## src/rtl/rbc_pkg.sv

```systemverilog
// rbc_pkg: shared types and constants for the rotor byte cipher
// used by rotor_byte_cipher, rbc_swap_mem and rbc_checker; no dependencies
package rbc_pkg;

  localparam int unsigned KEY_N     = 32;
  localparam int unsigned ENTRY_W   = 5;
  localparam int unsigned TYPE_W    = 3;
  localparam int unsigned BYTE_W    = 8;
  localparam int unsigned CFG_W     = 60;
  localparam int unsigned PART2_W   = 40;
  localparam int unsigned CFG_IDX_W = 2;

  typedef logic [ENTRY_W-1:0] entry_t;
  typedef logic [TYPE_W-1:0] tctr_t;
  typedef logic [KEY_N-1:0][ENTRY_W-1:0] key_t;

  localparam entry_t LAST_ENTRY = entry_t'(KEY_N - 1);
  localparam entry_t ENTRY_MAX  = '1;
  localparam tctr_t  TYPE_MAX   = '1;

  // configuration register indexes
  localparam logic [CFG_IDX_W-1:0] REG_KEY0 = 2'd0;
  localparam logic [CFG_IDX_W-1:0] REG_KEY1 = 2'd1;
  localparam logic [CFG_IDX_W-1:0] REG_KEY2 = 2'd2;

  typedef enum logic [2:0] {
    ST_IDLE,
    ST_SWEEP,
    ST_LOOK1,
    ST_LOOK2,
    ST_LOOK3
  } state_t;

  typedef struct packed {
    logic   en;
    entry_t addr;
    entry_t data;
  } mem_wr_t;

  typedef struct packed {
    logic   en;
    entry_t addr;
  } mem_rd_t;

  // distance search over one pair of key values
  typedef struct packed {
    logic   found;
    logic   done;
    entry_t first;
    tctr_t  gap;
  } dist_trk_t;

endpackage

```

## src/rtl/rbc_swap_mem.sv

```systemverilog
// rbc_swap_mem: 32 x 5 swap table, one write port, one registered read port
// entries never written read as their own address; depends on rbc_pkg
module rbc_swap_mem (
  input  logic            clk,
  input  logic            rst,
  input  rbc_pkg::mem_wr_t wr,
  input  rbc_pkg::mem_rd_t rd,
  output rbc_pkg::entry_t  rd_data
);

  rbc_pkg::entry_t               mem [rbc_pkg::KEY_N];
  logic [rbc_pkg::KEY_N-1:0]     written;
  rbc_pkg::entry_t               q;
  rbc_pkg::entry_t               q_addr;
  logic                          q_valid;

  always_ff @(posedge clk) begin
    if (wr.en) begin
      mem[wr.addr] <= wr.data;
    end
    if (rd.en) begin
      q      <= mem[rd.addr];
      q_addr <= rd.addr;
    end
  end

  always_ff @(posedge clk) begin
    if (rst) begin
      written <= '0;
      q_valid <= 1'b0;
    end else begin
      if (wr.en) begin
        written[wr.addr] <= 1'b1;
      end
      if (rd.en) begin
        q_valid <= written[rd.addr];
      end
    end
  end

  // unwritten entry holds the identity mapping
  assign rd_data = q_valid ? q : q_addr;

endmodule

```

## src/rtl/rotor_byte_cipher.sv

```systemverilog
// rotor_byte_cipher: byte stream cipher with swap table and two 3-counter rotors
// depends on rbc_pkg and rbc_swap_mem
//
//   channel | signals                           | direction
//   --------+-----------------------------------+----------
//   cfg     | cfg_we, cfg_index, cfg_data       | in, write only
//   byte    | byte_valid/byte_ready, restart,   | in
//           | data_in                           |
//   code    | code_valid/code_ready, data_out   | out
//
// an ordinary item passes ST_LOOK2 and ST_LOOK3 after its accept edge; the
// result is registered on leaving ST_LOOK3, and the next item is taken back in
// ST_IDLE, a pace set by two dependent reads through the swap table's read port
// a restart item adds ST_SWEEP and ST_LOOK1: the table rebuild writes one entry
// per cycle over all 32 key positions; the distance search shares the sweep
// one item is in work at a time; the result register lets the next item be
// accepted while a result still waits, and a full result register holds the
// item in its last cycle. reset restores the identity table and zero rotors
module rotor_byte_cipher (
  input  logic                                  clk,
  input  logic                                  rst,
  input  logic                                  cfg_we,
  input  logic [rbc_pkg::CFG_IDX_W-1:0]         cfg_index,
  input  logic [rbc_pkg::CFG_W-1:0]             cfg_data,
  input  logic                                  byte_valid,
  output logic                                  byte_ready,
  input  logic                                  restart,
  input  logic [rbc_pkg::BYTE_W-1:0]            data_in,
  output logic                                  code_valid,
  input  logic                                  code_ready,
  output logic [rbc_pkg::BYTE_W-1:0]            data_out
);

  logic [rbc_pkg::CFG_W-1:0]   key_part0;
  logic [rbc_pkg::CFG_W-1:0]   key_part1;
  logic [rbc_pkg::PART2_W-1:0] key_part2;
  rbc_pkg::key_t               keys;

  rbc_pkg::state_t             state, state_next;
  rbc_pkg::entry_t             cnt;
  logic [rbc_pkg::BYTE_W-1:0]  x_q;
  rbc_pkg::dist_trk_t          trk [3];
  rbc_pkg::dist_trk_t          trk_next [3];
  rbc_pkg::entry_t             vctr [3];
  rbc_pkg::entry_t             vctr_next [3];
  rbc_pkg::tctr_t              tctr [3];
  rbc_pkg::tctr_t              tctr_next [3];
  rbc_pkg::entry_t             vidx;
  rbc_pkg::tctr_t              tidx;
  rbc_pkg::entry_t             sweep_entry;
  rbc_pkg::mem_wr_t            mem_wr;
  rbc_pkg::mem_rd_t            mem_rd;
  rbc_pkg::entry_t             rd_data;
  logic                        fire;

  always_ff @(posedge clk) begin
    if (rst) begin
      key_part0 <= '0;
      key_part1 <= '0;
      key_part2 <= '0;
    end else if (cfg_we) begin
      unique case (cfg_index)
        rbc_pkg::REG_KEY0: key_part0 <= cfg_data;
        rbc_pkg::REG_KEY1: key_part1 <= cfg_data;
        rbc_pkg::REG_KEY2: key_part2 <= cfg_data[rbc_pkg::PART2_W-1:0];
        default: begin
        end
      endcase
    end
  end

  assign keys = {key_part2, key_part1, key_part0};

  assign vidx = rbc_pkg::entry_t'(vctr[0] + vctr[1] + vctr[2]);
  assign tidx = rbc_pkg::tctr_t'(tctr[0] + tctr[1] + tctr[2]);
  assign sweep_entry = keys[cnt];

  // next state
  always_comb begin
    state_next = state;
    unique case (state)
      rbc_pkg::ST_IDLE: begin
        if (byte_valid) begin
          state_next = restart ? rbc_pkg::ST_SWEEP : rbc_pkg::ST_LOOK2;
        end
      end
      rbc_pkg::ST_SWEEP: begin
        if (cnt == rbc_pkg::LAST_ENTRY) begin
          state_next = rbc_pkg::ST_LOOK1;
        end
      end
      rbc_pkg::ST_LOOK1: state_next = rbc_pkg::ST_LOOK2;
      rbc_pkg::ST_LOOK2: state_next = rbc_pkg::ST_LOOK3;
      rbc_pkg::ST_LOOK3: begin
        if (!code_valid || code_ready) begin
          state_next = rbc_pkg::ST_IDLE;
        end
      end
      default: state_next = rbc_pkg::ST_IDLE;
    endcase
  end

  // outputs of the sequencer
  always_comb begin
    byte_ready   = 1'b0;
    fire         = 1'b0;
    mem_rd.en    = 1'b0;
    mem_rd.addr  = data_in[rbc_pkg::ENTRY_W-1:0];
    mem_wr.en    = 1'b0;
    mem_wr.addr  = sweep_entry;
    mem_wr.data  = keys[rbc_pkg::LAST_ENTRY - cnt];
    unique case (state)
      rbc_pkg::ST_IDLE: begin
        byte_ready = 1'b1;
        // plain item: first lookup starts on the accept edge
        mem_rd.en  = byte_valid && !restart;
      end
      rbc_pkg::ST_SWEEP: begin
        mem_wr.en = 1'b1;
      end
      rbc_pkg::ST_LOOK1: begin
        mem_rd.en   = 1'b1;
        mem_rd.addr = x_q[rbc_pkg::ENTRY_W-1:0];
      end
      rbc_pkg::ST_LOOK2: begin
        mem_rd.en   = 1'b1;
        mem_rd.addr = rbc_pkg::entry_t'(rd_data + keys[vidx]);
      end
      rbc_pkg::ST_LOOK3: begin
        fire = !code_valid || code_ready;
      end
      default: begin
      end
    endcase
  end

  // distance search: first hit, then the next hit after it
  always_comb begin
    for (int k = 0; k < 3; k++) begin
      trk_next[k] = trk[k];
      if (sweep_entry == rbc_pkg::entry_t'(k) ||
          sweep_entry == rbc_pkg::entry_t'(rbc_pkg::LAST_ENTRY - rbc_pkg::entry_t'(k))) begin
        if (!trk[k].found) begin
          trk_next[k].found = 1'b1;
          trk_next[k].first = cnt;
        end else if (!trk[k].done) begin
          trk_next[k].done = 1'b1;
          trk_next[k].gap  = rbc_pkg::tctr_t'(cnt - trk[k].first);
        end
      end
    end
  end

  // ripple carry rotor steps
  always_comb begin
    vctr_next[0] = rbc_pkg::entry_t'(vctr[0] + 1'b1);
    vctr_next[1] = vctr[1];
    vctr_next[2] = vctr[2];
    if (vctr[0] == rbc_pkg::ENTRY_MAX) begin
      vctr_next[1] = rbc_pkg::entry_t'(vctr[1] + 1'b1);
      if (vctr[1] == rbc_pkg::ENTRY_MAX) begin
        vctr_next[2] = rbc_pkg::entry_t'(vctr[2] + 1'b1);
      end
    end
    tctr_next[0] = rbc_pkg::tctr_t'(tctr[0] + 1'b1);
    tctr_next[1] = tctr[1];
    tctr_next[2] = tctr[2];
    if (tctr[0] == rbc_pkg::TYPE_MAX) begin
      tctr_next[1] = rbc_pkg::tctr_t'(tctr[1] + 1'b1);
      if (tctr[1] == rbc_pkg::TYPE_MAX) begin
        tctr_next[2] = rbc_pkg::tctr_t'(tctr[2] + 1'b1);
      end
    end
  end

  always_ff @(posedge clk) begin
    if (rst) begin
      state      <= rbc_pkg::ST_IDLE;
      cnt        <= '0;
      code_valid <= 1'b0;
      for (int k = 0; k < 3; k++) begin
        trk[k]  <= '0;
        vctr[k] <= '0;
        tctr[k] <= '0;
      end
    end else begin
      state <= state_next;
      if (byte_valid && byte_ready) begin
        x_q <= data_in;
        cnt <= '0;
        for (int k = 0; k < 3; k++) begin
          trk[k] <= '0;
        end
      end
      if (state == rbc_pkg::ST_SWEEP) begin
        cnt <= rbc_pkg::entry_t'(cnt + 1'b1);
        for (int k = 0; k < 3; k++) begin
          trk[k] <= trk_next[k];
        end
        if (cnt == rbc_pkg::LAST_ENTRY) begin
          for (int k = 0; k < 3; k++) begin
            vctr[k] <= '0;
            tctr[k] <= trk_next[k].gap;
          end
        end
      end
      if (fire) begin
        code_valid <= 1'b1;
        data_out   <= {rbc_pkg::tctr_t'(tidx + x_q[rbc_pkg::BYTE_W-1:rbc_pkg::ENTRY_W]),
                       rd_data};
        for (int k = 0; k < 3; k++) begin
          vctr[k] <= vctr_next[k];
          tctr[k] <= tctr_next[k];
        end
      end else if (code_valid && code_ready) begin
        code_valid <= 1'b0;
      end
    end
  end

  rbc_swap_mem u_swap_mem (
    .clk     (clk),
    .rst     (rst),
    .wr      (mem_wr),
    .rd      (mem_rd),
    .rd_data (rd_data)
  );

endmodule

```

## config.mk

```make
export PLATFORM = sky130hd
export DESIGN_NAME = rotor_byte_cipher
export DESIGN_NICKNAME = d
export VERILOG_FILES = /design/src/rtl/rbc_pkg.sv /design/src/rtl/rbc_swap_mem.sv /design/src/rtl/rotor_byte_cipher.sv
export SDC_FILE = /design/constraint.sdc
export NUM_CORES = 1
export LEC_CHECK = 0
export ABC_CLOCK_PERIOD_IN_PS = 10200
export BUFFER_PORTS_ARGS = -buffer_cell sky130_fd_sc_hd__buf_2
export CAP_MARGIN = 20
export CORE_ASPECT_RATIO = 1.5
export CORE_MARGIN = 1.5
export CORE_UTILIZATION = 50
export DETAILED_ROUTE_END_ITERATION = 6
export PLACE_DENSITY_LB_ADDON = 0.3
export SKIP_LAST_GASP = 1
export SYNTH_ARGS = -nofsm -noshare
export SYNTH_HDL_FRONTEND = slang
export SYNTH_SLANG_ARGS = --single-unit
```

## constraint.sdc

```tcl
create_clock -name clk -period 10.2 [get_ports clk]
set_input_delay 0.51 -clock clk [delete_from_list [all_inputs] [get_ports clk]]
set_output_delay 0.51 -clock clk [all_outputs]
set_load 0.05 [all_outputs]
```

Word-level counts from Yosys, hierarchy flattened --
Memory sizes are Yosys's and may differ from the RTL's. A register that Yosys moved wholly into a read port is not among the register bits. Cells that the tools add are included.
Cells by class: add/sub/neg operators 17, $lt $le $gt $ge 6, equality and inequality tests 19, multiplexer cells 78, bitwise gates (word level) 20, reductions and logical operators 22
Operators with widths (number):
- $mux 10 | 10
- $mux 5 | 16
- $bmux 5 s5 | 3
- $mux 3 | 16
- $or 32x32->32 | 1
- $eq 5x5->1 const B | 6
- $lt 5x6->1 const B | 5
- $mux 1 | 26
- $add 5x1->5 const B | 4
- $or 1x1->1 | 18
- $add 5x5->5 | 3
- $pmux 3 s5 | 1
- $pmux 5 s2 | 1
- $reduce_and 2->1 | 5
- $add 3x1->3 const B | 3
- $add 3x3->3 | 3
- $eq 3x3->1 const B | 3
- $sub 3x3->3 | 3
- $eq 3x2->1 const B | 2
- $mux 6 | 1
- $bmux 1 s5 | 1
- $demux 1 s5 | 1
- $eq 5x1->1 const B | 1
- $eq 5x2->1 const B | 1
- other kinds (19) | 28
Storage, ports and cells: register bits after elaboration 223, bits in writable memories 214, input bits 76, output and inout bits 10, logic and storage cells 177, memories 4
Memories:
- u_swap_mem.mem | words 32, bits a word 5, read ports 1, clocked after Yosys merged registers in 1, wr ports 1, RTL line rbc_swap_mem.sv:11 | rbc_pkg::entry_t mem [rbc_pkg::KEY_N];
- trk | words 3, bits a word 10, read ports 3, clocked after Yosys merged registers in 0, wr ports 3, RTL line rotor_byte_cipher.sv:42 | rbc_pkg::dist_trk_t trk [3];
- vctr | words 3, bits a word 5, read ports 3, clocked after Yosys merged registers in 0, wr ports 3, RTL line rotor_byte_cipher.sv:44 | rbc_pkg::entry_t vctr [3];
- tctr | words 3, bits a word 3, read ports 3, clocked after Yosys merged registers in 0, wr ports 3, RTL line rotor_byte_cipher.sv:46 | rbc_pkg::tctr_t tctr [3];

Depth between registers and ports, before layout --
depth after elaboration 8, mapped depth 21, gate-level depth less buffers 19

Hierarchy --
A second synthesis with hierarchy kept.
Second synthesis, totals: cells, all modules 1694, area, all modules 21155.3 µm²
Modules (own cells, without submodules):
- rotor_byte_cipher | instances 1, cells each 1260, area an instance 13287.7 µm²
- rbc_swap_mem | instances 1, cells each 434, area an instance 7867.5 µm²

Least setup slack after synthesis --
OpenSTA, ideal clock, no wires.
path type register -> register, start point memory vctr[0][0] in the netlist's numbering, end point register u_swap_mem.q[4], read port of u_swap_mem.mem (data pin), setup time 268 ps, arrival time 5911 ps, required time 9932 ps, setup slack 4021 ps, stages on the path, launching flop included 19, buffers on the path 5, clock period less this slack 6179 ps, path through edfxtp_1 fa_1 clkbuf_1 buf_2 buf_1 mux4_2 mux4_2 mux2_2 ha_1 fa_1 mux2_2 mux2i_1 clkbuf_1 clkbuf_1 mux4_2 nand2_1 nand2_1 o211ai_1 o21ai_0
RTL lines:
- from (decl) | RTL line rotor_byte_cipher.sv:44
- to (decl) | RTL line rbc_swap_mem.sv:13 | rbc_pkg::entry_t q;

==> impl_metrics.py <==
metrics = {
    "synthesis": {
        "ys_ff_latch": 436,
        "synth_most_common_cell": "nand2_1",
        "synth_ff_type": "edfxtp_1",
        "synthTopCellsByCount": "nand2_1 (401), edfxtp_1 (234), dfxtp_1 (202)",
        "synth.area.top_cells": "edfxtp_1 (33%), mux4_2 (20%), dfxtp_1 (19%)",
        "syn_inst": 1738,
        "synth_nets": 1850,
        "yosys.area.top_type": "edfxtp_1",
        "yosys.area.top_type_share_pct": 33.4,
        "synth_cell_types": 51,
        "synth_area_um2": 21000,
        "yosys_warnings": 0,
        "avgSynthCellArea_um2": 12.1,
        "synth-edff-count": 234,
        "seq_area_frac_synth_pct": 52.6,
        "ys_async_sr_fraction_pct": 0,
    },
    "clock_tree": {
        "root_buffer": "clkbuf_16",
        "clock_latency_ns": 0.57,
        "clkSinkCount": 436,
        "post_cts_buffers": 0,
        "numCtsBuffers": 40,
        "hold_buffers": 0,
        "cts.repair.resized": 0,
        "cts_tree": "done",
        "cts_max_path_buffers": 3,
        "htreeDepth": 2,
        "clkTransAtPathRegs_ns": 0.06,
    },
    "min_path": {
        "min_delay_path_depth": 1,
        "hold_path_class": "input port to flip-flop",
    },
    "setup_path": {
        "reg2reg_from": "vctr[0][1]",
        "rr_worst_depth": 17,
        "crit_path_end": "u_swap_mem.q[4]",
        "cp.required_ns": 10.49,
        "cp-start-kind": "flip-flop",
        "timing_worst_setup_path_type": "flip-flop to flip-flop",
        "arrival_ns": 6.91,
        "crit_fanout": 40,
        "r2r_slack_ns": 3.58,
        "crit_path_end_kind": "flip-flop",
        "rr_endpoint": "u_swap_mem.q[4]",
        "startpoint": "vctr[0][1]",
    },
    "placed_design": {
        "dp.final_hpwl_um": 37700,
        "port_buffers": 85,
        "place_ws_ns": 3.65,
        "gp_congestion": 0.915,
        "dpl_cell_area_um2": 21800,
    },
    "die": {
        "pin_count": 86,
        "dieArea_um2": 43300,
        "row_count": 91,
        "die_y_um": 254,
        "fp.dieW_um": 170,
        "start_util_pct": 50.9,
        "core-area_um2": 41300,
    },
    "timing": {
        "setup_slack_ns": 3.58,
        "finClkSkew_ns": 0.0292,
        "drv_slew": 0,
        "relSlewSlack_pct": 27.1,
        "hold_ws_ns": 0.136,
        "setup-tns-final_ns": 0,
        "finalHoldViolCount": 0,
        "rsz0062_at_grt": "false",
        "fin_crit_ns": 6.62,
        "worstMarginPinSlew_ns": 1.09,
        "min_period_over_period_pct": 64.9,
        "fmax_mhz": 151,
        "setup_viol": 0,
    },
    "power": {
        "cellLeakagePower_nw": 7.79,
        "ir_worst_vdd_mv": 0.134,
        "fin_total_pwr_mw": 4.08,
        "powerDensity_nw_per_um2": 176,
    },
    "job": {
        "cap_violations": 0,
    },
    "routing": {
        "via_per_inst": 6.13,
        "drt_iter0_drc": 1331,
        "drc": 0,
        "wire_per_inst_um": 23.3,
        "wirelength_um": 54700,
        "antenna_left": 0,
        "drt-pass1-iter-count": 5,
        "dr_total_vias": 14400,
    },
    "run_status": {
        "status": "finished clean",
    },
    "global_route": {
        "grt_max_degree": 120,
        "grt_pass1_wl_um": 84800,
        "grt_use_total_pct": 26.0,
        "grt_antenna_before_repair": 0,
        "gr-total-overflow": 0,
        "grt_pass1_vias": 14600,
    },
    "layout": {
        "drive_gt1_share_pct": 22.3,
        "design_area_um2": 23200,
        "area_growth_pct": 10.1,
        "fin_nets": 1873,
        "diodes": 0,
    },
}
-- worst min-delay path by stage --
stage	end	slack, ns	startpoint
floorplan	u_swap_mem.written[13]	0.43	u_swap_mem.written[13]
global placement	u_swap_mem.written[9]	0.45	u_swap_mem.written[9]
detailed placement	u_swap_mem.written[9]	0.46	u_swap_mem.written[9]
CTS	x_q[5]	0.11	data_in[5]
global route	x_q[6]	0.12	data_in[6]
finish	x_q[5]	0.14	data_in[5]
-- sequential cells by signal, summed over array words and instances (netlist names) --
signal and cells:
u_swap_mem.q_valid 1, u_swap_mem.mem 160, u_swap_mem.q_addr 5, key_part1 60
data_out 8, u_swap_mem.q 5, key_part0 60, trk 24
code_valid 1, u_swap_mem.written 32, x_q 8, key_part2 40
tctr 9, cnt 5, state 3, vctr 15
-- placed cells by master (no fill, tap or decap), types with 23 or more instances in the layout --
| cell | count |
|---|---|
| mux4_2 | 190 |
| ha_1 | 23 |
| nor2_1 | 140 |
| nand2_1 | 401 |
| dfxtp_1 | 199 |
| a21oi_1 | 171 |
| buf_2 | 84 |
| inv_1 | 26 |
| edfxtp_1 | 234 |
| clkbuf_16 | 40 |
-- worst max-delay path, stage by stage, from the launching register on --
cell and delay [ns]:
edfxtp_1 0.38, inv_1 0.08, fa_1 0.54, inv_1 0.05, ha_2 1.05, mux4_2 0.44
mux4_2 0.48, mux2_2 0.33, ha_1 0.29, a21o_1 0.19, a21oi_1 0.17, mux2_2 0.18
and2_1 0.75, inv_1 0.66, nand2_1 0.18, nand2_1 0.06, o21ai_0 0.39, o21ai_0 0.13
-- stage by stage --
stage                     cells  utilization (%)
final                      2351             56.1
after global routing       2351             56.1
after CTS                  2351             56.1
after detailed placement   2277             52.9
after global placement     2277             52.9
after floorplan            1738                -
-- kinds of logic after synthesis --
kind of cell	synth area share [%]
fa+ha+maj	2.57
xor+xnor	1.12
compound gates	6.21
buf+inv	2.88
mux	22.4
simple gates	12.2
flops	52.6
-- layout make-up --
type / instances / area (µm²)
inverters: 26 / 97.6
clock inverters: 14 / 158
clock buffers: 60 / 1160
multi-input cells: 1153 / 9400
well taps: 558 / 698
flip-flops and latches: 436 / 11100
fillers: 3402 / 18200
repair buffers: 104 / 574
-- layer usage --
metal	track usage, %	vias up	part of all wire (%)
li1	-	6422	-
met4	14.9	0	6.0
met1	30.2	7169	35
met2	46.6	658	53
met3	2.96	156	6.0
met5	0	-	0
-- where the power goes --
group          switching, mW  internal, mW
Clock                  0.665         0.846
Combinational          0.358         0.248
Sequential            0.0489          1.91
Note: power is estimated with default switching activity, not from simulation.
